File: src/design/crcfr_pkg.sv
`timescale 1ns / 1ps
package crcfr_pkg;

  // frame length counters never go past the result limit
  localparam int MAX_RESULTS      = 32;
  localparam int CNT_W            = $clog2(MAX_RESULTS + 1);
  localparam int BUFFER_BYTES_DEF = 32;

  // configuration port
  localparam int CFG_IDX_W      = 1;
  localparam int CFG_DATA_W     = 16;
  localparam int FRAME_LIMIT_W  = 6;
  localparam logic [CFG_IDX_W-1:0] CFG_IDLE_TIMEOUT = 1'b0;
  localparam logic [CFG_IDX_W-1:0] CFG_FRAME_LIMIT  = 1'b1;
  localparam logic [15:0]              IDLE_TIMEOUT_RST = 16'd50;
  localparam logic [FRAME_LIMIT_W-1:0] FRAME_LIMIT_RST  = 6'd32;

  // crc-16/modbus
  localparam logic [15:0] CRC_INIT = 16'hFFFF;
  localparam logic [15:0] CRC_POLY = 16'hA001;

  // result kinds
  localparam logic [1:0] ST_BYTE = 2'd0;
  localparam logic [1:0] ST_LAST = 2'd1;
  localparam logic [1:0] ST_DROP = 2'd2;

  // heater frame layout
  localparam logic [7:0] HEATER_ID         = 8'h04;
  localparam logic [7:0] CMD_SETTINGS_A    = 8'h01;
  localparam logic [7:0] CMD_SETTINGS_B    = 8'h02;
  localparam logic [7:0] CMD_HEATER_REPORT = 8'h0F;
  localparam logic [7:0] CMD_PANEL         = 8'h11;
  localparam logic [CNT_W-1:0] MIN_HEATER_LEN   = CNT_W'(7);
  localparam logic [CNT_W-1:0] MIN_SETTINGS_LEN = CNT_W'(13);
  localparam logic [CNT_W-1:0] MIN_STATUS_LEN   = CNT_W'(17);
  localparam logic [CNT_W-1:0] MIN_PANEL_LEN    = CNT_W'(8);

  typedef enum logic [1:0] {
    ST_IDLE,
    ST_DECIDE,
    ST_EMIT
  } state_t;

  // controller to datapath
  typedef struct packed {
    logic             accept;     // input word taken this cycle
    logic             flush_clear; // frame consumed, restart collection
    logic             apply;      // good frame, update heater status
    logic             load_drop;  // load a dropped result
    logic             load_byte;  // load the prefetched byte as a result
    logic             last;       // loaded byte is the last of the frame
    logic             rd_en;      // prefetch a stored byte
    logic [CNT_W-1:0] rd_addr;
  } cmd_t;

  // datapath to controller
  typedef struct packed {
    logic             flush_req;  // last word ended the frame
    logic             crc_good;
    logic             out_free;   // output register can take a result
    logic [CNT_W-1:0] count;
  } sts_t;

  function automatic logic [15:0] crc_byte(input logic [15:0] crc_in, input logic [7:0] data);
    logic [15:0] c;
    c = crc_in ^ {8'h00, data};
    for (int b = 0; b < 8; b++) begin
      c = c[0] ? ((c >> 1) ^ CRC_POLY) : (c >> 1);
    end
    return c;
  endfunction

endpackage

File: src/design/crcfr_datapath.sv
`timescale 1ns / 1ps
module crcfr_datapath #(
  parameter int BUFFER_BYTES = crcfr_pkg::BUFFER_BYTES_DEF
) (
  input  logic                           clk,
  input  logic                           rst,
  input  logic                           cfg_we,
  input  logic [crcfr_pkg::CFG_IDX_W-1:0]  cfg_index,
  input  logic [crcfr_pkg::CFG_DATA_W-1:0] cfg_data,
  input  logic [7:0]                     s_tdata,
  input  logic                           s_tuser,
  input  logic                           m_tready,
  input  crcfr_pkg::cmd_t                cmd,
  output crcfr_pkg::sts_t                sts,
  output logic                           m_tvalid,
  output logic [95:0]                    m_tdata,
  output logic [1:0]                     m_tuser
);
  import crcfr_pkg::*;

  localparam int LIMIT  = (BUFFER_BYTES < MAX_RESULTS) ? BUFFER_BYTES : MAX_RESULTS;
  localparam int ADDR_W = $clog2(BUFFER_BYTES);

  logic [7:0] mem [BUFFER_BYTES];
  logic [7:0] rd_data;

  logic [15:0]              idle_timeout;
  logic [FRAME_LIMIT_W-1:0] frame_limit;
  logic [CNT_W-1:0]         count;
  logic [15:0]              idle;
  logic                     flush_req;
  logic [15:0]              crc;
  logic [7:0]               hist0, hist1;
  logic [7:0] b1, b4, b5, b7, b8, b9, b10, b11, b14;

  logic [7:0]  mode_reg, setpoint_reg, vent_reg, power_reg;
  logic [7:0]  heater_temp_reg, external_temp_reg, run_state_reg, panel_temp_reg;
  logic [15:0] battery_reg;
  logic        changed;

  logic [7:0] out_byte;
  logic [1:0] out_status;
  logic       out_changed;

  logic [CNT_W-1:0] lim, count_inc, count_after;
  logic [15:0]      idle_inc, to;
  logic             store;

  logic [7:0]  mode_next, setpoint_next, vent_next, power_next;
  logic [7:0]  heater_temp_next, external_temp_next, run_state_next, panel_temp_next;
  logic [15:0] battery_next;
  logic        changed_next;

  always_comb begin
    if (frame_limit > FRAME_LIMIT_W'(LIMIT)) begin
      lim = CNT_W'(LIMIT);
    end else if (frame_limit == '0) begin
      lim = CNT_W'(1);
    end else begin
      lim = CNT_W'(frame_limit);
    end
  end

  assign store       = cmd.accept && !s_tuser && (count < lim);
  assign count_inc   = count + CNT_W'(1);
  assign count_after = store ? count_inc : count;
  assign idle_inc    = (idle != 16'hFFFF) ? idle + 16'd1 : idle;
  assign to          = (idle_timeout == '0) ? 16'd1 : idle_timeout;

  always_ff @(posedge clk) begin
    if (rst) begin
      idle_timeout <= IDLE_TIMEOUT_RST;
      frame_limit  <= FRAME_LIMIT_RST;
    end else if (cfg_we) begin
      unique case (cfg_index)
        CFG_IDLE_TIMEOUT: idle_timeout <= cfg_data;
        CFG_FRAME_LIMIT:  frame_limit  <= cfg_data[FRAME_LIMIT_W-1:0];
        default: ;
      endcase
    end
  end

  // collection: count, idle timer, crc lagging two bytes behind the write pointer
  always_ff @(posedge clk) begin
    if (rst) begin
      count     <= '0;
      idle      <= '0;
      flush_req <= 1'b0;
      crc       <= CRC_INIT;
    end else if (cmd.flush_clear) begin
      count     <= '0;
      idle      <= '0;
      flush_req <= 1'b0;
      crc       <= CRC_INIT;
    end else if (cmd.accept) begin
      if (!s_tuser) begin
        idle      <= '0;
        count     <= count_after;
        flush_req <= (count_after >= lim);
        if (store && count >= CNT_W'(2)) begin
          crc <= crc_byte(crc, hist1);
        end
      end else if (count != '0) begin
        idle      <= idle_inc;
        flush_req <= (idle_inc >= to);
      end else begin
        flush_req <= 1'b0;
      end
    end
  end

  always_ff @(posedge clk) begin
    if (store) begin
      hist1 <= hist0;
      hist0 <= s_tdata;
      unique case (count)
        CNT_W'(1):  b1  <= s_tdata;
        CNT_W'(4):  b4  <= s_tdata;
        CNT_W'(5):  b5  <= s_tdata;
        CNT_W'(7):  b7  <= s_tdata;
        CNT_W'(8):  b8  <= s_tdata;
        CNT_W'(9):  b9  <= s_tdata;
        CNT_W'(10): b10 <= s_tdata;
        CNT_W'(11): b11 <= s_tdata;
        CNT_W'(14): b14 <= s_tdata;
        default: ;
      endcase
    end
  end

  always_ff @(posedge clk) begin
    if (store) begin
      mem[count[ADDR_W-1:0]] <= s_tdata;
    end
    if (cmd.rd_en) begin
      rd_data <= mem[cmd.rd_addr[ADDR_W-1:0]];
    end
  end

  // heater status decode
  always_comb begin
    mode_next          = mode_reg;
    setpoint_next      = setpoint_reg;
    vent_next          = vent_reg;
    power_next         = power_reg;
    heater_temp_next   = heater_temp_reg;
    external_temp_next = external_temp_reg;
    battery_next       = battery_reg;
    run_state_next     = run_state_reg;
    panel_temp_next    = panel_temp_reg;
    changed_next       = 1'b0;
    if (count >= MIN_HEATER_LEN && b1 == HEATER_ID) begin
      unique case (b4)
        CMD_SETTINGS_A, CMD_SETTINGS_B: begin
          if (count >= MIN_SETTINGS_LEN) begin
            mode_next     = b7;
            setpoint_next = b8;
            vent_next     = b9;
            power_next    = b10;
            changed_next  = (b7 != mode_reg) || (b8 != setpoint_reg) ||
                            (b9 != vent_reg) || (b10 != power_reg);
          end
        end
        CMD_HEATER_REPORT: begin
          if (count >= MIN_STATUS_LEN) begin
            heater_temp_next   = b8;
            external_temp_next = b9;
            battery_next       = {b10, b11};
            run_state_next     = b14;
            changed_next       = (b14 != run_state_reg);
          end
        end
        CMD_PANEL: begin
          if (count >= MIN_PANEL_LEN) begin
            panel_temp_next = b5;
          end
        end
        default: ;
      endcase
    end
  end

  always_ff @(posedge clk) begin
    if (rst) begin
      mode_reg          <= '0;
      setpoint_reg      <= '0;
      vent_reg          <= '0;
      power_reg         <= '0;
      heater_temp_reg   <= '0;
      external_temp_reg <= '0;
      battery_reg       <= '0;
      run_state_reg     <= '0;
      panel_temp_reg    <= '0;
    end else if (cmd.apply) begin
      mode_reg          <= mode_next;
      setpoint_reg      <= setpoint_next;
      vent_reg          <= vent_next;
      power_reg         <= power_next;
      heater_temp_reg   <= heater_temp_next;
      external_temp_reg <= external_temp_next;
      battery_reg       <= battery_next;
      run_state_reg     <= run_state_next;
      panel_temp_reg    <= panel_temp_next;
    end
  end

  always_ff @(posedge clk) begin
    if (cmd.apply) begin
      changed <= changed_next;
    end
  end

  // output register; status registers only move while it is free
  always_ff @(posedge clk) begin
    if (rst) begin
      m_tvalid <= 1'b0;
    end else if (cmd.load_drop || cmd.load_byte) begin
      m_tvalid <= 1'b1;
    end else if (m_tready) begin
      m_tvalid <= 1'b0;
    end
  end

  always_ff @(posedge clk) begin
    if (cmd.load_drop) begin
      out_byte    <= '0;
      out_status  <= ST_DROP;
      out_changed <= 1'b0;
    end else if (cmd.load_byte) begin
      out_byte    <= rd_data;
      out_status  <= cmd.last ? ST_LAST : ST_BYTE;
      out_changed <= changed;
    end
  end

  assign m_tdata = {7'd0, panel_temp_reg, run_state_reg, battery_reg, external_temp_reg,
                    heater_temp_reg, power_reg, vent_reg, setpoint_reg, mode_reg,
                    out_changed, out_byte};
  assign m_tuser = out_status;

  assign sts.flush_req = flush_req;
  assign sts.crc_good  = (count >= CNT_W'(2)) && (crc == {hist1, hist0});
  assign sts.out_free  = !m_tvalid || m_tready;
  assign sts.count     = count;

endmodule

File: src/design/crcfr_ctrl.sv
`timescale 1ns / 1ps
module crcfr_ctrl (
  input  logic            clk,
  input  logic            rst,
  input  logic            s_tvalid,
  output logic            s_tready,
  input  crcfr_pkg::sts_t sts,
  output crcfr_pkg::cmd_t cmd
);
  import crcfr_pkg::*;

  state_t           state, state_next;
  logic [CNT_W-1:0] frame_len;
  logic [CNT_W-1:0] rd_ptr;
  logic [CNT_W-1:0] emit_idx;
  logic             dv;

  logic emit_load, emit_rd, emit_last;

  assign emit_load = (state == ST_EMIT) && dv && sts.out_free;
  assign emit_rd   = (state == ST_EMIT) && (rd_ptr < frame_len) && (!dv || emit_load);
  assign emit_last = (emit_idx == frame_len - CNT_W'(1));

  always_comb begin
    state_next = state;
    unique case (state)
      ST_IDLE: begin
        if (s_tvalid) state_next = ST_DECIDE;
      end
      ST_DECIDE: begin
        if (!sts.flush_req) begin
          state_next = ST_IDLE;
        end else if (sts.out_free) begin
          state_next = sts.crc_good ? ST_EMIT : ST_IDLE;
        end
      end
      ST_EMIT: begin
        if (emit_load && emit_last) state_next = ST_IDLE;
      end
      default: state_next = ST_IDLE;
    endcase
  end

  always_comb begin
    cmd         = '0;
    s_tready    = 1'b0;
    cmd.rd_addr = rd_ptr;
    unique case (state)
      ST_IDLE: begin
        s_tready   = 1'b1;
        cmd.accept = s_tvalid;
      end
      ST_DECIDE: begin
        if (sts.flush_req && sts.out_free) begin
          cmd.flush_clear = 1'b1;
          cmd.apply       = sts.crc_good;
          cmd.load_drop   = !sts.crc_good;
        end
      end
      ST_EMIT: begin
        cmd.rd_en     = emit_rd;
        cmd.load_byte = emit_load;
        cmd.last      = emit_last;
      end
      default: ;
    endcase
  end

  always_ff @(posedge clk) begin
    if (rst) begin
      state <= ST_IDLE;
    end else begin
      state <= state_next;
    end
  end

  // one byte prefetch ahead of the output register
  always_ff @(posedge clk) begin
    if (rst) begin
      frame_len <= '0;
      rd_ptr    <= '0;
      emit_idx  <= '0;
      dv        <= 1'b0;
    end else if (state == ST_DECIDE && cmd.apply) begin
      frame_len <= sts.count;
      rd_ptr    <= '0;
      emit_idx  <= '0;
      dv        <= 1'b0;
    end else if (state == ST_EMIT) begin
      if (emit_rd) rd_ptr <= rd_ptr + CNT_W'(1);
      if (emit_load) emit_idx <= emit_idx + CNT_W'(1);
      dv <= emit_rd || (dv && !emit_load);
    end
  end

  a_emit_len: assert property (@(posedge clk) disable iff (rst)
    state == ST_EMIT |-> frame_len >= CNT_W'(2))
    else $error("emitting a frame shorter than its check value");

  a_prefetch: assert property (@(posedge clk) disable iff (rst)
    state == ST_EMIT |-> rd_ptr == emit_idx + CNT_W'(dv))
    else $error("prefetch pointer out of step with emitted bytes");

  a_emit_bound: assert property (@(posedge clk) disable iff (rst)
    cmd.load_byte |-> emit_idx < frame_len)
    else $error("byte emitted past the end of the frame");

  a_apply_once: assert property (@(posedge clk) disable iff (rst)
    cmd.apply |=> state == ST_EMIT && !cmd.apply)
    else $error("status update not followed by frame emission");

endmodule

File: src/design/crc_checked_frame_relay_parser.sv
`timescale 1ns / 1ps
// serial frame relay with crc-16/modbus check and heater status capture
// input stream: one word per received byte (s_tuser 0) or per millisecond tick (s_tuser 1)
// bytes collect in a frame buffer; a frame ends when idle ticks reach idle_timeout or
// when the byte count reaches frame_limit
// output stream: a good frame comes out byte by byte (m_tuser 0, last byte 1), a bad or
// one-byte frame gives a single dropped word (m_tuser 2); every word carries the heater
// status registers as they stand after that frame
// config: cfg_we writes cfg_data to register cfg_index (0 idle_timeout, 1 frame_limit);
// the user must write it only while the block is idle; the block does not enforce this
// timing: an input word is accepted, then the end-of-frame decision is made; as each
// byte is stored the datapath folds the byte two places back into the crc; after a
// good frame end, results come one per cycle while the receiver is ready, from a
// one-byte prefetch out of the frame buffer's registered read port
// input is refused while a frame is being emitted
// a stalled receiver holds the output register and the emission waits; status
// registers only update while the output register is free
// reset clears counters, status registers and config to their defaults; buffer
// contents are left as they are
module crc_checked_frame_relay_parser #(
  parameter int BUFFER_BYTES = crcfr_pkg::BUFFER_BYTES_DEF
) (
  input  logic                             clk,
  input  logic                             rst,
  input  logic                             s_tvalid,
  output logic                             s_tready,
  input  logic [7:0]                       s_tdata,   // rx_byte
  input  logic                             s_tuser,   // op
  output logic                             m_tvalid,
  input  logic                             m_tready,
  // out_byte, changed, mode_now, setpoint_now, vent_now, power_now, heater_temp_now,
  // external_temp_now, battery_now, run_state_now, panel_temp_now, zero pad
  output logic [95:0]                      m_tdata,
  output logic [1:0]                       m_tuser,   // status
  input  logic                             cfg_we,
  input  logic [crcfr_pkg::CFG_IDX_W-1:0]  cfg_index,
  input  logic [crcfr_pkg::CFG_DATA_W-1:0] cfg_data
);
  import crcfr_pkg::*;

  cmd_t cmd;
  sts_t sts;

  // sequencing: accept, decide on frame end, emit
  crcfr_ctrl u_ctrl (
    .clk      (clk),
    .rst      (rst),
    .s_tvalid (s_tvalid),
    .s_tready (s_tready),
    .sts      (sts),
    .cmd      (cmd)
  );

  // frame buffer, crc, status registers and output register
  crcfr_datapath #(
    .BUFFER_BYTES (BUFFER_BYTES)
  ) u_datapath (
    .clk       (clk),
    .rst       (rst),
    .cfg_we    (cfg_we),
    .cfg_index (cfg_index),
    .cfg_data  (cfg_data),
    .s_tdata   (s_tdata),
    .s_tuser   (s_tuser),
    .m_tready  (m_tready),
    .cmd       (cmd),
    .sts       (sts),
    .m_tvalid  (m_tvalid),
    .m_tdata   (m_tdata),
    .m_tuser   (m_tuser)
  );

endmodule
File: config.mk
export PLATFORM = sky130hd
export DESIGN_NAME = crc_checked_frame_relay_parser
export DESIGN_NICKNAME = d
export VERILOG_FILES = /design/src/design/crcfr_pkg.sv /design/src/design/crcfr_datapath.sv /design/src/design/crcfr_ctrl.sv /design/src/design/crc_checked_frame_relay_parser.sv
export SDC_FILE = /design/constraint.sdc
export NUM_CORES = 1
export LEC_CHECK = 0
export BUFFER_PORTS_ARGS = -buffer_cell sky130_fd_sc_hd__buf_2
export CAP_MARGIN = 40
export CORE_MARGIN = 8
export CORE_UTILIZATION = 30
export CTS_CLUSTER_DIAMETER = 80
export DETAILED_ROUTE_END_ITERATION = 8
export GPL_TIMING_DRIVEN = 0
export PLACE_DENSITY = 0.55
export SKIP_CTS_REPAIR_TIMING = 1
export SLEW_MARGIN = 20
export SYNTH_ARGS = -nofsm -noshare
export SYNTH_HDL_FRONTEND = slang
export SYNTH_SLANG_ARGS = --single-unit
File: constraint.sdc
create_clock -name clk -period 4.6 [get_ports clk]
set_input_delay 0.92 -clock clk [delete_from_list [all_inputs] [get_ports clk]]
set_output_delay 0.92 -clock clk [all_outputs]
set_load 0.01 [all_outputs]
# Word level (Yosys, flattened, before mapping)
# Memory sizes are Yosys's and may differ from the RTL's. A register that Yosys moved wholly into a read port is not among the register bits.
# Index checks and enable logic that the tools add are counted.
[word_totals]
ff_bits = 263
in_bits = 31
mem_count = 1
elab_cells = 180
ram_bits = 256
output_inout_bits = 100
[classes]
n_bitwise = 11
eq_ne = 28
n_reduce_logical = 53
muxes = 36
order_cmp = 10
add_sub_neg = 5
[memory_table]
columns = ["memory", "depth", "word_bits", "rd", "rd_clocked_by_memory_dff", "write_ports", "line_no", "rtl"]
rows = [
  ["u_datapath.mem", 32, 8, 1, 1, 1, "crcfr_datapath.sv:24", "logic [7:0] mem [BUFFER_BYTES];"],
]
[ops]
columns = ["cell", "count"]
rows = [
  ["$mux 16", 12],
  ["$ne 8x8->1", 5],
  ["$eq 6x4->1 const B", 5],
  ["$reduce_and 2->1", 15],
  ["$not 2->3", 8],
  ["$add 6x1->6 const B", 3],
  ["$eq 6x3->1 const B", 3],
  ["$mux 6", 3],
  ["$add 16x1->16 const B", 1],
  ["$eq 16x16->1", 1],
  ["$ge 16x16->1", 1],
  ["$logic_not 16->1", 1],
  ["$ne 16x16->1 const B", 1],
  ["$xor 16x8->16", 1],
  ["$logic_and 1x1->1", 13],
  ["$ge 6x4->1 const B", 2],
  ["$lt 6x6->1", 2],
  ["$reduce_and 4->1", 3],
  ["$mux 1", 11],
  ["$mux 2", 5],
  ["$mux 3", 3],
  ["$eq 8x1->1 const B", 1],
  ["$eq 8x2->1 const B", 1],
  ["$eq 8x3->1 const B", 1],
  ["other kinds (26)", 41],
]

# Logic depth before layout (Yosys ltp)
# Gate-level depths: netlist of the first run.
[depth]
word_depth = 17
mapped_depth = 15
depth_no_buf = 15

# Hierarchy
# From an unflattened synthesis of the first run, not the netlist that was laid out.
[unflattened]
cells_unflattened = 1510
area_unflattened_um2 = 21663.3
[by_module_without_submodules]
columns = ["mod", "seq_area_each_um2", "cells_per_inst", "n_inst", "area_per_inst_um2"]
rows = [
  ["crcfr_datapath", 13663.1, 1360, 1, 20422.1],
  ["crcfr_ctrl", 420.4, 150, 1, 1241.2],
]

# Worst setup path before layout of the first run
# Ideal clock, no wire load.
[synth_timing]
kind = "input-to-reg"
from = "input port s_tvalid"
to = "register u_datapath.b4[0] (enable)"
path_slack_ns = 1.278
t_required_ns = 4.217
n_path_buf = 1
setup_ns = 0.383
path_stages = 6
arrival_time_ns = 2.939
cell_sequence = "nor3b_1 -> nand2_1 -> a21oi_2 -> buf_2 -> nand2_1 -> nor3_1"
[synth_via]
elab_chain_len = 4
[synth_lines]
columns = ["item", "line_no", "rtl"]
rows = [
  ["from (decl)", "crc_checked_frame_relay_parser.sv:25", "input logic s_tvalid,"],
  ["$mux 1", "crcfr_ctrl.sv:48", "unique case (state)"],
  ["$logic_and 1x1->1 (2 in a row)", "crcfr_datapath.sv:64", "assign store = cmd.accept && !s_tuser && (count < lim);"],
  ["via u_datapath.store", "crcfr_datapath.sv:47", "logic store;"],
  ["$reduce_and 2->1 (no source line)", "n/a", ""],
  ["to (signal assigned)", "crcfr_datapath.sv:118", "CNT_W'(4): b4 <= s_tdata;"],
  ["to (decl)", "crcfr_datapath.sv:34", "logic [7:0] b1, b4, b5, b7, b8, b9, b10, b11, b14;"],
]
# The timed path passes the listed nets, and every way through them passes these cells.
# A chain may end at the register's enable or synchronous reset.

# Final worst setup path of the first run
[layout_timing]
from = "register u_datapath.frame_limit[5]"
to = "register u_datapath.b14[0] (enable)"
[layout_via]
elab_chain_len = 6
elab_cells_between_ends = 7
classes_between = "order compare (2); mux (2); reduce/logical (3)"
[layout_lines]
columns = ["item", "line_no", "rtl"]
rows = [
  ["from (decl)", "crcfr_datapath.sv:28", "logic [FRAME_LIMIT_W-1:0] frame_limit;"],
  ["from (signal assigned)", "crcfr_datapath.sv:77", "CFG_FRAME_LIMIT: frame_limit <= cfg_data[FRAME_LIMIT_W-1:0];"],
  ["parallel branches: the longest is 2 deep, another holds $gt 6x6->1", "n/a", ""],
  ["$mux 6 (*)", "crcfr_datapath.sv:55", "if (frame_limit > FRAME_LIMIT_W'(LIMIT)) begin"],
  ["$lt 6x6->1 (*)", "crcfr_datapath.sv:64", ""],
  ["$logic_and 1x1->1 (*)", "crcfr_datapath.sv:64", ""],
  ["via u_datapath.store", "crcfr_datapath.sv:47", ""],
  ["$reduce_and 2->1 (no source line) (*)", "n/a", ""],
  ["to (signal assigned)", "crcfr_datapath.sv:125", "CNT_W'(14): b14 <= s_tdata;"],
  ["to (decl)", "crcfr_datapath.sv:34", ""],
]
# Mark *: on every way through the listed nets, which the timed path passes.

==> results_dict.tcl, run 1 <==
set metrics [dict create \
    p_int_mw 7.62 \
    clockRootBuffer "clkbuf_16" \
    first_pass_iters 5 \
    finalNonFillerCells 2736 \
    grt_pass1_vias 13130 \
    antenna_found_initial 1 \
    io_buffers 120 \
    synth-seq-cells 527 \
    largest_register_ff_count 256 \
    power_density_nw_per_um2 376 \
    ys.warnings.count 0 \
    drv_cap 0 \
    yosys-top-cells-area "edfxtp_1 (49%), dfxtp_1 (16%), mux4_2 (8.3%)" \
    clkPwrFrac 0.441 \
    ir_drop_v 0.000280 \
    avgSynthCellArea_sq_um 14.2 \
    p_comb_frac 0.030 \
    netlist_area_sq_um 21800 \
    routed_wl_um 55300 \
    layout_commonest_cell "edfxtp_1" \
    num_rows 98 \
    cts_buffers 52 \
    cts_tree "built" \
    tns_ns 0 \
    final_core_util 0.359 \
    drtIter0Drc 1157 \
    clkTransAtPathRegs_ns 0.06 \
    ant_nets 0 \
    synth-edff-count 353 \
    async_flop_share 0 \
    period_minus_slack_ns 4.28 \
    htreeDepth 2 \
    routedWlPerCell_um 20.2 \
    gp_congestion 0.840 \
    end_kind "register" \
    worst_pin_slew_ns 0.853 \
    final_area_sq_um 25700 \
    p_total_mw 9.65 \
    fillers 6942 \
    worstPathRequired_ns 4.90 \
    hold_viol_final 0 \
    area_growth_pct 18.0 \
    critPathArrivalTime_ns 4.58 \
    critPathBufInv 3 \
    die_height_um 285 \
    clock_latency_ns 0.60 \
    ios 131 \
    p_leak_nw 9.47 \
    yosysSeqAreaShare 0.647 \
    most-common-layout-cells "edfxtp_1 (353), dfxtp_1 (174), nor2_1 (168)" \
    hold_path_class "register to register" \
    synthFlopType "edfxtp_1" \
    drc 0 \
    maxSlewHeadroom 0.429 \
    core_area_sq_um 71600 \
    status "completed" \
    fin_nets 1813 \
    via_per_inst 4.82 \
    critical-path-top-delay-family "simple AND/OR/NAND/NOR gates" \
    grt-ovfl-total 0 \
    rsz0062_at_grt "yes" \
    crit_path_start_kind "register" \
    critPathSlowestCell "nor3_1" \
    rrSetupSlack_ns 0.32 \
    drv_slew 0 \
    die-area_sq_um 81400 \
    max_stage_delay_ns 0.63 \
    grt_pass1_wl_um 82700 \
    dieWidth_um 285 \
    final-setup-viol-count 0 \
    crit_chain "inv_1, nand2_1, ha_1, a2111oi_0, o211ai_1, a21oi_2, buf_2, nand2_1, nor3_1, buf_2" \
    path_max_fanout 25 \
    synth_top_area_frac 0.487 \
    via_count 13178 \
    grt_max_degree 43 \
    track_usage 0.131 \
    skew_ns 0.0227 \
    cts.sinks 527 \
    start_util 0.304 \
    hpwl_um 38800 \
    synth_cell_types 63 \
    seq_power_share 0.528 \
    synthCells 1530 \
    criticalPathCategory "register to register" \
    dpl_cell_area_sq_um 23800 \
    swShare 0.211 \
    drive_above_1_share 0.210 \
    cts_buffer_depth 3 \
    p_sw_mw 2.03 \
    fin_crit_sh 0.931 \
    timing.fmax_ghz 0.233 \
    dp_cells 2621 \
    synth_area_leader_cell "edfxtp_1" \
]
-- final timing paths --
kind,from,end,cells past startpoint
max,u_datapath.frame_limit[5],u_datapath.b14[0],10
min,u_datapath.m_tuser[0],u_datapath.m_tuser[0],2
max reg2reg,u_datapath.frame_limit[5],u_datapath.b14[0],10
min reg2reg,u_datapath.m_tuser[0],u_datapath.m_tuser[0],2
-- tightest hold or removal path, cell delays in order, from the launching register on --
cell     delay, ns
dfxtp_1       0.31
nand2_1       0.05
a21oi_1       0.06
-- final cells by class --
cell class	instances	area, sq um	area share
diodes	1	2.50	0.0000974
repair buffers	151	963	0.0375
multi-input cells	902	7130	0.277
flip-flops and latches	527	14100	0.548
inverters	27	101	0.00395
clock buffers	84	1610	0.0625
clock inverters	14	110	0.00429
well taps	950	1190	0.0463
plain buffers	80	499	0.0194
-- per-stage QoR --
step           hold WS [ns]  worst slack, ns
3_5_place_dp          0.443            0.137
5_1_grt               0.477          -0.0690
3_3_place_gp          0.437          -0.0139
2_1_floorplan         0.436             1.28
6_report              0.462            0.316
4_1_cts               0.466            0.241
-- cells in the mapped netlist, drive strengths merged (2+ instances only) --
| master | n |
|---|---|
| and3 | 5 |
| mux4 | 80 |
| xor2 | 55 |
| a22oi | 3 |
| nor2 | 178 |
| a32o | 3 |
| nand4 | 18 |
| nand2b | 8 |
| and4 | 3 |
| clkbuf | 48 |
| nor3b | 2 |
| ha | 41 |
| mux2 | 11 |
| or2 | 3 |
| dfxtp | 174 |
| xnor2 | 56 |
| a2111oi | 3 |
| o21a | 2 |
| nand2 | 108 |
| buf | 32 |
| a31oi | 3 |
| nor3 | 25 |
| nor4b | 3 |
| nor2b | 8 |
| nor4 | 18 |
| a211o | 4 |
| inv | 27 |
| nand3 | 36 |
| nand4b | 3 |
| o21ai | 25 |
| or3 | 5 |
| o31ai | 6 |
| a21o | 10 |
| a211oi | 3 |
| edfxtp | 353 |
| o211ai | 9 |
| mux2i | 80 |
| and2 | 8 |
| a21oi | 59 |
-- routing by layer --
layer  share of wire  GRT usage  wire [um]  vias up
met4           0.015     0.0281        808        0
li1                -          -          -     6091
met2            0.46      0.210      25600      343
met3           0.057     0.0251       3160       57
met1            0.47      0.183      25800     6687
met5               0          0          0        -
-- cells by family (layout without fill, tap and decap cells) --
kind of cell,after synthesis,after routing,share of synthesized area
adder cells (fa/ha/maj),41,41,0.0236
multiplexers,171,171,0.125
buffers and inverters,107,356,0.0276
other,1,8,0.000172
XOR/XNOR,111,111,0.0447
AND/OR/NAND/NOR,433,433,0.0920
flip-flops,527,527,0.647
AO/OA/AOI/OAI,139,139,0.0397
-- power by group through the flow --
stage	clock, mW	sequential, mW	combinational [mW]
floorplan	0	5.20	0.143
global placement	0	5.20	0.270
detailed placement	0	5.20	0.290
CTS	4.35	5.10	0.290
global route	4.55	5.10	0.322
finish	4.26	5.10	0.293
Power figures use the tool's default switching activity.
==> run 2: changes to the inputs <==
--- a/config.mk
+++ b/config.mk
@@ -8,13 +8,15 @@
 export BUFFER_PORTS_ARGS = -buffer_cell sky130_fd_sc_hd__buf_2
 export CAP_MARGIN = 40
 export CORE_MARGIN = 8
-export CORE_UTILIZATION = 30
+export CORE_UTILIZATION = 35
 export CTS_CLUSTER_DIAMETER = 80
 export DETAILED_ROUTE_END_ITERATION = 8
 export GPL_TIMING_DRIVEN = 0
-export PLACE_DENSITY = 0.55
+export PLACE_DENSITY = 0.61
 export SKIP_CTS_REPAIR_TIMING = 1
+export SKIP_LAST_GASP = 1
 export SLEW_MARGIN = 20
 export SYNTH_ARGS = -nofsm -noshare
 export SYNTH_HDL_FRONTEND = slang
+export SYNTH_HIERARCHICAL = 1
 export SYNTH_SLANG_ARGS = --single-unit
==> run 2 against run 1 <==
Effect of this change: utilization rose by 5.6 points; routed wire length is 5.6% lower; global-route usage increased by 1.5 points; sequential share of layout area grew 0.41 points; maximum frequency rose by 12%; combinational power fell by 2%; clock-buffer cell count fell by 10; critical endpoint is now u_datapath/mem[26][7].
==> results_dict.tcl, run 2 <==
set metrics [dict create \
    synthFlopType "edfxtp_1" \
    worst_pin_slew_ns 0.839 \
    clkTransAtPathRegs_ns 0.06 \
    grt_pass1_vias 12992 \
    area_growth_pct 17.7 \
    io_buffers 120 \
    die_height_um 265 \
    whs_endpoint "u_datapath/m_tuser[1]" \
    drtIter0Drc 937 \
    final_area_sq_um 25500 \
    synth_area_leader_cell "edfxtp_1" \
    grt-ovfl-total 0 \
    first_pass_iters 7 \
    avgSynthCellArea_sq_um 14.3 \
    path_max_fanout 25 \
    synth_xor_area_frac 0.0433 \
    num_rows 91 \
    rrSetupSlack_ns 0.76 \
    ir_drop_v 0.000299 \
    yosys-top-cells-area "edfxtp_1 (49%), dfxtp_1 (16%), mux4_2 (8.3%)" \
    p_leak_nw 8.91 \
    track_usage 0.146 \
    routed_wl_um 52300 \
    reg2reg_from "u_ctrl/state[1]" \
    status "completed" \
    worstPathRequired_ns 4.82 \
    rsz0062_at_grt "no" \
    synth-seq-cells 527 \
    skew_ns 0.0114 \
    ios 131 \
    timing.final.ws_setup_ns 0.759 \
    most-common-layout-cells "edfxtp_1 (353), nor2_1 (183), dfxtp_1 (174)" \
    timing.fmax_ghz 0.260 \
    via_count 12729 \
    period_minus_slack_ns 3.84 \
    final_core_util 0.415 \
    core_area_sq_um 61500 \
    clockRootBuffer "clkbuf_16" \
    crit_path_start_kind "register" \
    cts_buffer_depth 3 \
    cts_tree "built" \
    drive_above_1_share 0.211 \
    yosysMostFrequentCell "edfxtp_1" \
    start_util 0.352 \
    synth_cell_types 71 \
    dieWidth_um 265 \
    synthCells 1510 \
    yosysSeqAreaShare 0.650 \
    end_kind "register" \
    seq_area_sq_um 14100 \
    multi_input_area_sq_um 7100 \
    rr_endpoint "u_datapath/mem[26][7]" \
    drc 0 \
    clock_latency_ns 0.60 \
    dpl_cell_area_sq_um 23500 \
    largest_register_ff_count 256 \
    hpwl_um 36400 \
    synth_top_family_by_area "multiplexers" \
    min_from "u_datapath/m_tuser[1]" \
    drv_cap 0 \
    layout_commonest_cell "edfxtp_1" \
    whs_ns 0.448 \
    antenna_found_initial 0 \
    critPathArrivalTime_ns 4.06 \
    synthMuxAreaShare 0.134 \
    synth-adder-area-share 0.0237 \
    grt_max_degree 42 \
    hold_viol_final 0 \
    die-area_sq_um 70100 \
    antenna_cells 0 \
    power_density_nw_per_um2 395 \
    synth_top_area_frac 0.489 \
    hold_path_class "register to register" \
    synth-edff-count 353 \
    r2r_cells 7 \
    ys.warnings.count 6 \
    fillers 5641 \
    netlist_top_cells_count "edfxtp_1 (353), nor2_1 (183), dfxtp_1 (174)" \
    via_per_inst 4.99 \
    htreeDepth 2 \
    maxSlewHeadroom 0.439 \
    holdPathStages 1 \
    cts.sinks 527 \
    ant_nets 0 \
    synth_compound_area_frac 0.0385 \
    netlist_area_sq_um 21700 \
    yosys.area_share.simple 0.0864 \
    final-setup-viol-count 0 \
    async_flop_share 0 \
    routedWlPerCell_um 20.5 \
    grt_pass1_wl_um 79300 \
    drv_slew 0 \
    fin_crit_sh 0.835 \
    criticalPathCategory "register to register" \
    fin_nets 1786 \
    place_ws_ns 0.158 \
    gp_congestion 0.806 \
    cts_buffers 56 \
]
-- run 2: cell types whose count changed after synthesis, moves of 9 or more --
| cell | change |
|---|---|
| nand2_1 | -20 |
| mux2i_1 | +18 |
| nor2_1 | +14 |
| xnor2_1 | -13 |
| inv_1 | +12 |
| o21ai_0 | -12 |
| nand3_1 | -11 |
| nor2_2 | -9 |
| xor2_1 | +9 |
-- run 2: worst max-delay path by stage --
stage / from / endpoint / slack, ns / depth (start not counted)
2_1_floorplan: s_tvalid / u_datapath/b7[0] / 0.99 / 7
3_3_place_gp: s_tvalid / u_datapath/b14[3] / -0.47 / 7
3_5_place_dp: s_tvalid / u_datapath/b1[1] / 0.16 / 8
4_1_cts: u_ctrl/state[1] / u_datapath/b1[2] / 0.62 / 8
5_1_grt: u_ctrl/state[1] / u_datapath/b8[1] / 0.49 / 8
6_report: u_ctrl/state[1] / u_datapath/mem[26][7] / 0.76 / 7
-- run 2: area by class of cell --
type                    count  area share
repair buffers            140      0.0338
well taps                 790      0.0388
multi-input cells         872       0.279
clock inverters            32      0.0158
plain buffers              75      0.0144
inverters                  42     0.00618
flip-flops and latches    527       0.552
clock buffers              74      0.0600
-- run 2: power breakdown --
part	switching (mW)	internal [mW]	total (mW)
clock network	1.88	2.81	4.69
registers	0.0195	5.07	5.09
logic	0.193	0.0927	0.286
-- run 2: metrics by stage --
| stage | std cells | total power [mW] | setup TNS, ns |
|---|---|---|---|
| CTS | 2544 | 10.2 | 0 |
| floorplan | 1516 | 5.33 | 0 |
| finish | 2552 | 10.1 | 0 |
| detailed placement | 2438 | 5.48 | 0 |
| global route | 2552 | 10.4 | 0 |
| global placement | 2426 | 5.46 | -30.76 |
-- run 2: cell families after synthesis --
group	count (synthesis)
multiplexers	188
other	1
XOR/XNOR	107
AND/OR/NAND/NOR	403
AO/OA/AOI/OAI	126
buffers and inverters	117
flip-flops	527
adder cells (fa/ha/maj)	41
-- run 2: worst max-delay path, cell delays in order, from the launching register on --
cell and delay (ns):
dfxtp_1 0.37, nor2_1 0.15, and2_1 0.25, nor2b_1 0.29
o2111ai_1 0.21, a21oi_4 0.67, nand2_1 0.68, nor2_1 0.84
-- run 2: routing by layer --
| metal | vias up | routed length (um) | track usage |
|---|---|---|---|
| li1 | 6006 | - | - |
| met1 | 6328 | 22800 | 0.189 |
| met2 | 297 | 25200 | 0.242 |
| met3 | 98 | 2590 | 0.0268 |
| met4 | 0 | 1690 | 0.0571 |
| met5 | - | 0 | 0 |
==> run 3: changes to the inputs <==
--- a/config.mk
+++ b/config.mk
@@ -12,7 +12,7 @@
 export CTS_CLUSTER_DIAMETER = 80
 export DETAILED_ROUTE_END_ITERATION = 8
 export GPL_TIMING_DRIVEN = 0
-export PLACE_DENSITY = 0.61
+export PLACE_DENSITY = 0.63
 export SKIP_CTS_REPAIR_TIMING = 1
 export SKIP_LAST_GASP = 1
 export SLEW_MARGIN = 20
==> constraint.sdc (replaced) <==
create_clock -name clk -period 3.3 [get_ports clk]
set_input_delay 0.66 -clock clk [delete_from_list [all_inputs] [get_ports clk]]
set_output_delay 0.66 -clock clk [all_outputs]
set_load 0.01 [all_outputs]
==> run 3 against run 2 <==
Effect of this change: register-to-register slack got worse by 0.61 ns; critical path type unchanged; global-route usage decreased by 0.25 points; combinational power increased by 42%; critical endpoint is now u_datapath/rd_data[4].
==> results_dict.tcl, run 3 (synthesis gave the netlist of run 2 again) <==
set metrics [dict create \
    rr_endpoint "u_datapath/rd_data[4]" \
    status "completed" \
    min_from "cfg_data[1]" \
    worstPathRequired_ns 3.63 \
    multi_input_area_sq_um 7250 \
    start_util 0.352 \
    ir_drop_v 0.000413 \
    grt_pass1_wl_um 78800 \
    seq_area_sq_um 14100 \
    most-common-layout-cells "edfxtp_1 (353), dfxtp_1 (172), nor2_1 (156)" \
    htreeDepth 2 \
    clockRootBuffer "clkbuf_16" \
    cts.sinks 527 \
    hold_viol_final 0 \
    hold_path_class "input port to register" \
    grt-ovfl-total 0 \
    p_leak_nw 8.85 \
    via_count 12900 \
    gp_congestion 0.796 \
    skew_ns 0.0328 \
    crit_path_start_kind "register" \
    largest_register_ff_count 256 \
    use_met2 0.244 \
    crit_chain "clkbuf_1, clkbuf_1, mux4_2, mux4_2, mux2_2" \
    die-area_sq_um 70100 \
    path_max_fanout 10 \
    routedWlPerCell_um 20.3 \
    fin_nets 1789 \
    place_ws_ns -0.819 \
    clkTransAtPathRegs_ns 0.06 \
    dieWidth_um 265 \
    period_minus_slack_ns 3.15 \
    clock_latency_ns 0.61 \
    antenna_found_initial 2 \
    fin_crit_sh 0.955 \
    drtIter0Drc 986 \
    critPathArrivalTime_ns 3.48 \
    hpwl_um 35900 \
    layout_commonest_cell "edfxtp_1" \
    end_kind "register" \
    drive_above_1_share 0.230 \
    ant_nets 0 \
    grt_use_met3 0.0287 \
    holdPathStages 2 \
    cts_buffers 53 \
    track_usage 0.144 \
    core_area_sq_um 61500 \
    timing.final.ws_setup_ns 0.148 \
    r2r_cells 5 \
    power_density_nw_per_um2 523 \
    drv_cap 0 \
    final-setup-viol-count 0 \
    cts_tree "built" \
    routed_wl_um 51800 \
    die_height_um 265 \
    drc 0 \
    rrSetupSlack_ns 0.15 \
    via_per_inst 5.05 \
    reg2reg_from "u_ctrl/rd_ptr[1]" \
    maxSlewHeadroom 0.351 \
    grt_pass1_vias 13006 \
    drv_slew 0 \
    area_growth_pct 17.4 \
    ios 131 \
    io_buffers 120 \
    criticalPathCategory "register to register" \
    worst_pin_slew_ns 0.973 \
    timing.fmax_ghz 0.317 \
    grt_max_degree 43 \
    grtUsageMet1 0.184 \
    rsz0062_at_grt "no" \
    gr-max-usage-layer "met2" \
    fillers 5587 \
    critPathSlowestCell "clkbuf_1" \
    max_stage_delay_ns 0.67 \
    first_pass_iters 5 \
    p_total_mw 13.3 \
    whs_endpoint "u_datapath/idle_timeout[1]" \
    cts_buffer_depth 3 \
    num_rows 91 \
]
[run 3: layout make-up]
cell class / count / area share
Antenna cell: 1 / 0.0000984
Tap cell: 790 / 0.0389
Timing Repair Buffer: 145 / 0.0353
Sequential cell: 527 / 0.554
Inverter: 42 / 0.00620
Multi-Input combinational cell: 873 / 0.285
Clock buffer: 76 / 0.0579
Buffer: 75 / 0.0148
Clock inverter: 23 / 0.00777
[run 3: critical path: cells and delay by family, from the launching register on]
| kind | cells | cell delay, ns |
|---|---|---|
| multiplexers | 3 | 1.28 |
| buffers and inverters | 2 | 1.22 |
| flip-flops | 1 | 0.40 |
[run 3: through the flow]
stage	hold slack [ns]	instance area, sq um	cells	utilization	TNS (ns)
2_1_floorplan	0.436	21700	1516	-	0
3_3_place_gp	0.439	23300	2426	0.379	-217.56
3_5_place_dp	0.449	23500	2436	0.381	-224.24
4_1_cts	0.259	25100	2535	0.409	-143.88
5_1_grt	0.272	25400	2552	0.414	0
6_report	0.307	25400	2552	0.414	0
[run 3: worst max path at each step]
stage / slack, ns / end / cells after the start / from
detailed placement: -0.82 / u_datapath/mem[24][1] / 7 / s_tvalid
floorplan: 0.17 / u_datapath/b7[0] / 7 / s_tvalid
finish: 0.15 / u_datapath/rd_data[4] / 5 / u_ctrl/rd_ptr[1]
global route: 0.002 / u_datapath/setpoint_reg[3] / 11 / u_datapath/hist0[0]
CTS: -0.56 / u_datapath/mem[24][1] / 7 / u_ctrl/state[1]
global placement: -1.05 / u_datapath/b7[2] / 8 / s_tvalid
[run 3: power by group]
group | switching [mW] | internal [mW] | total (mW)
clock network | 2.51 | 3.28 | 5.78
logic | 0.272 | 0.133 | 0.406
registers | 0.0272 | 7.07 | 7.10
[run 3: routing by layer]
layer | share of wire | routed length (um)
met5 | 0 | 0
met4 | 0.024 | 1220
met3 | 0.048 | 2480
met2 | 0.50 | 25700
met1 | 0.43 | 22400
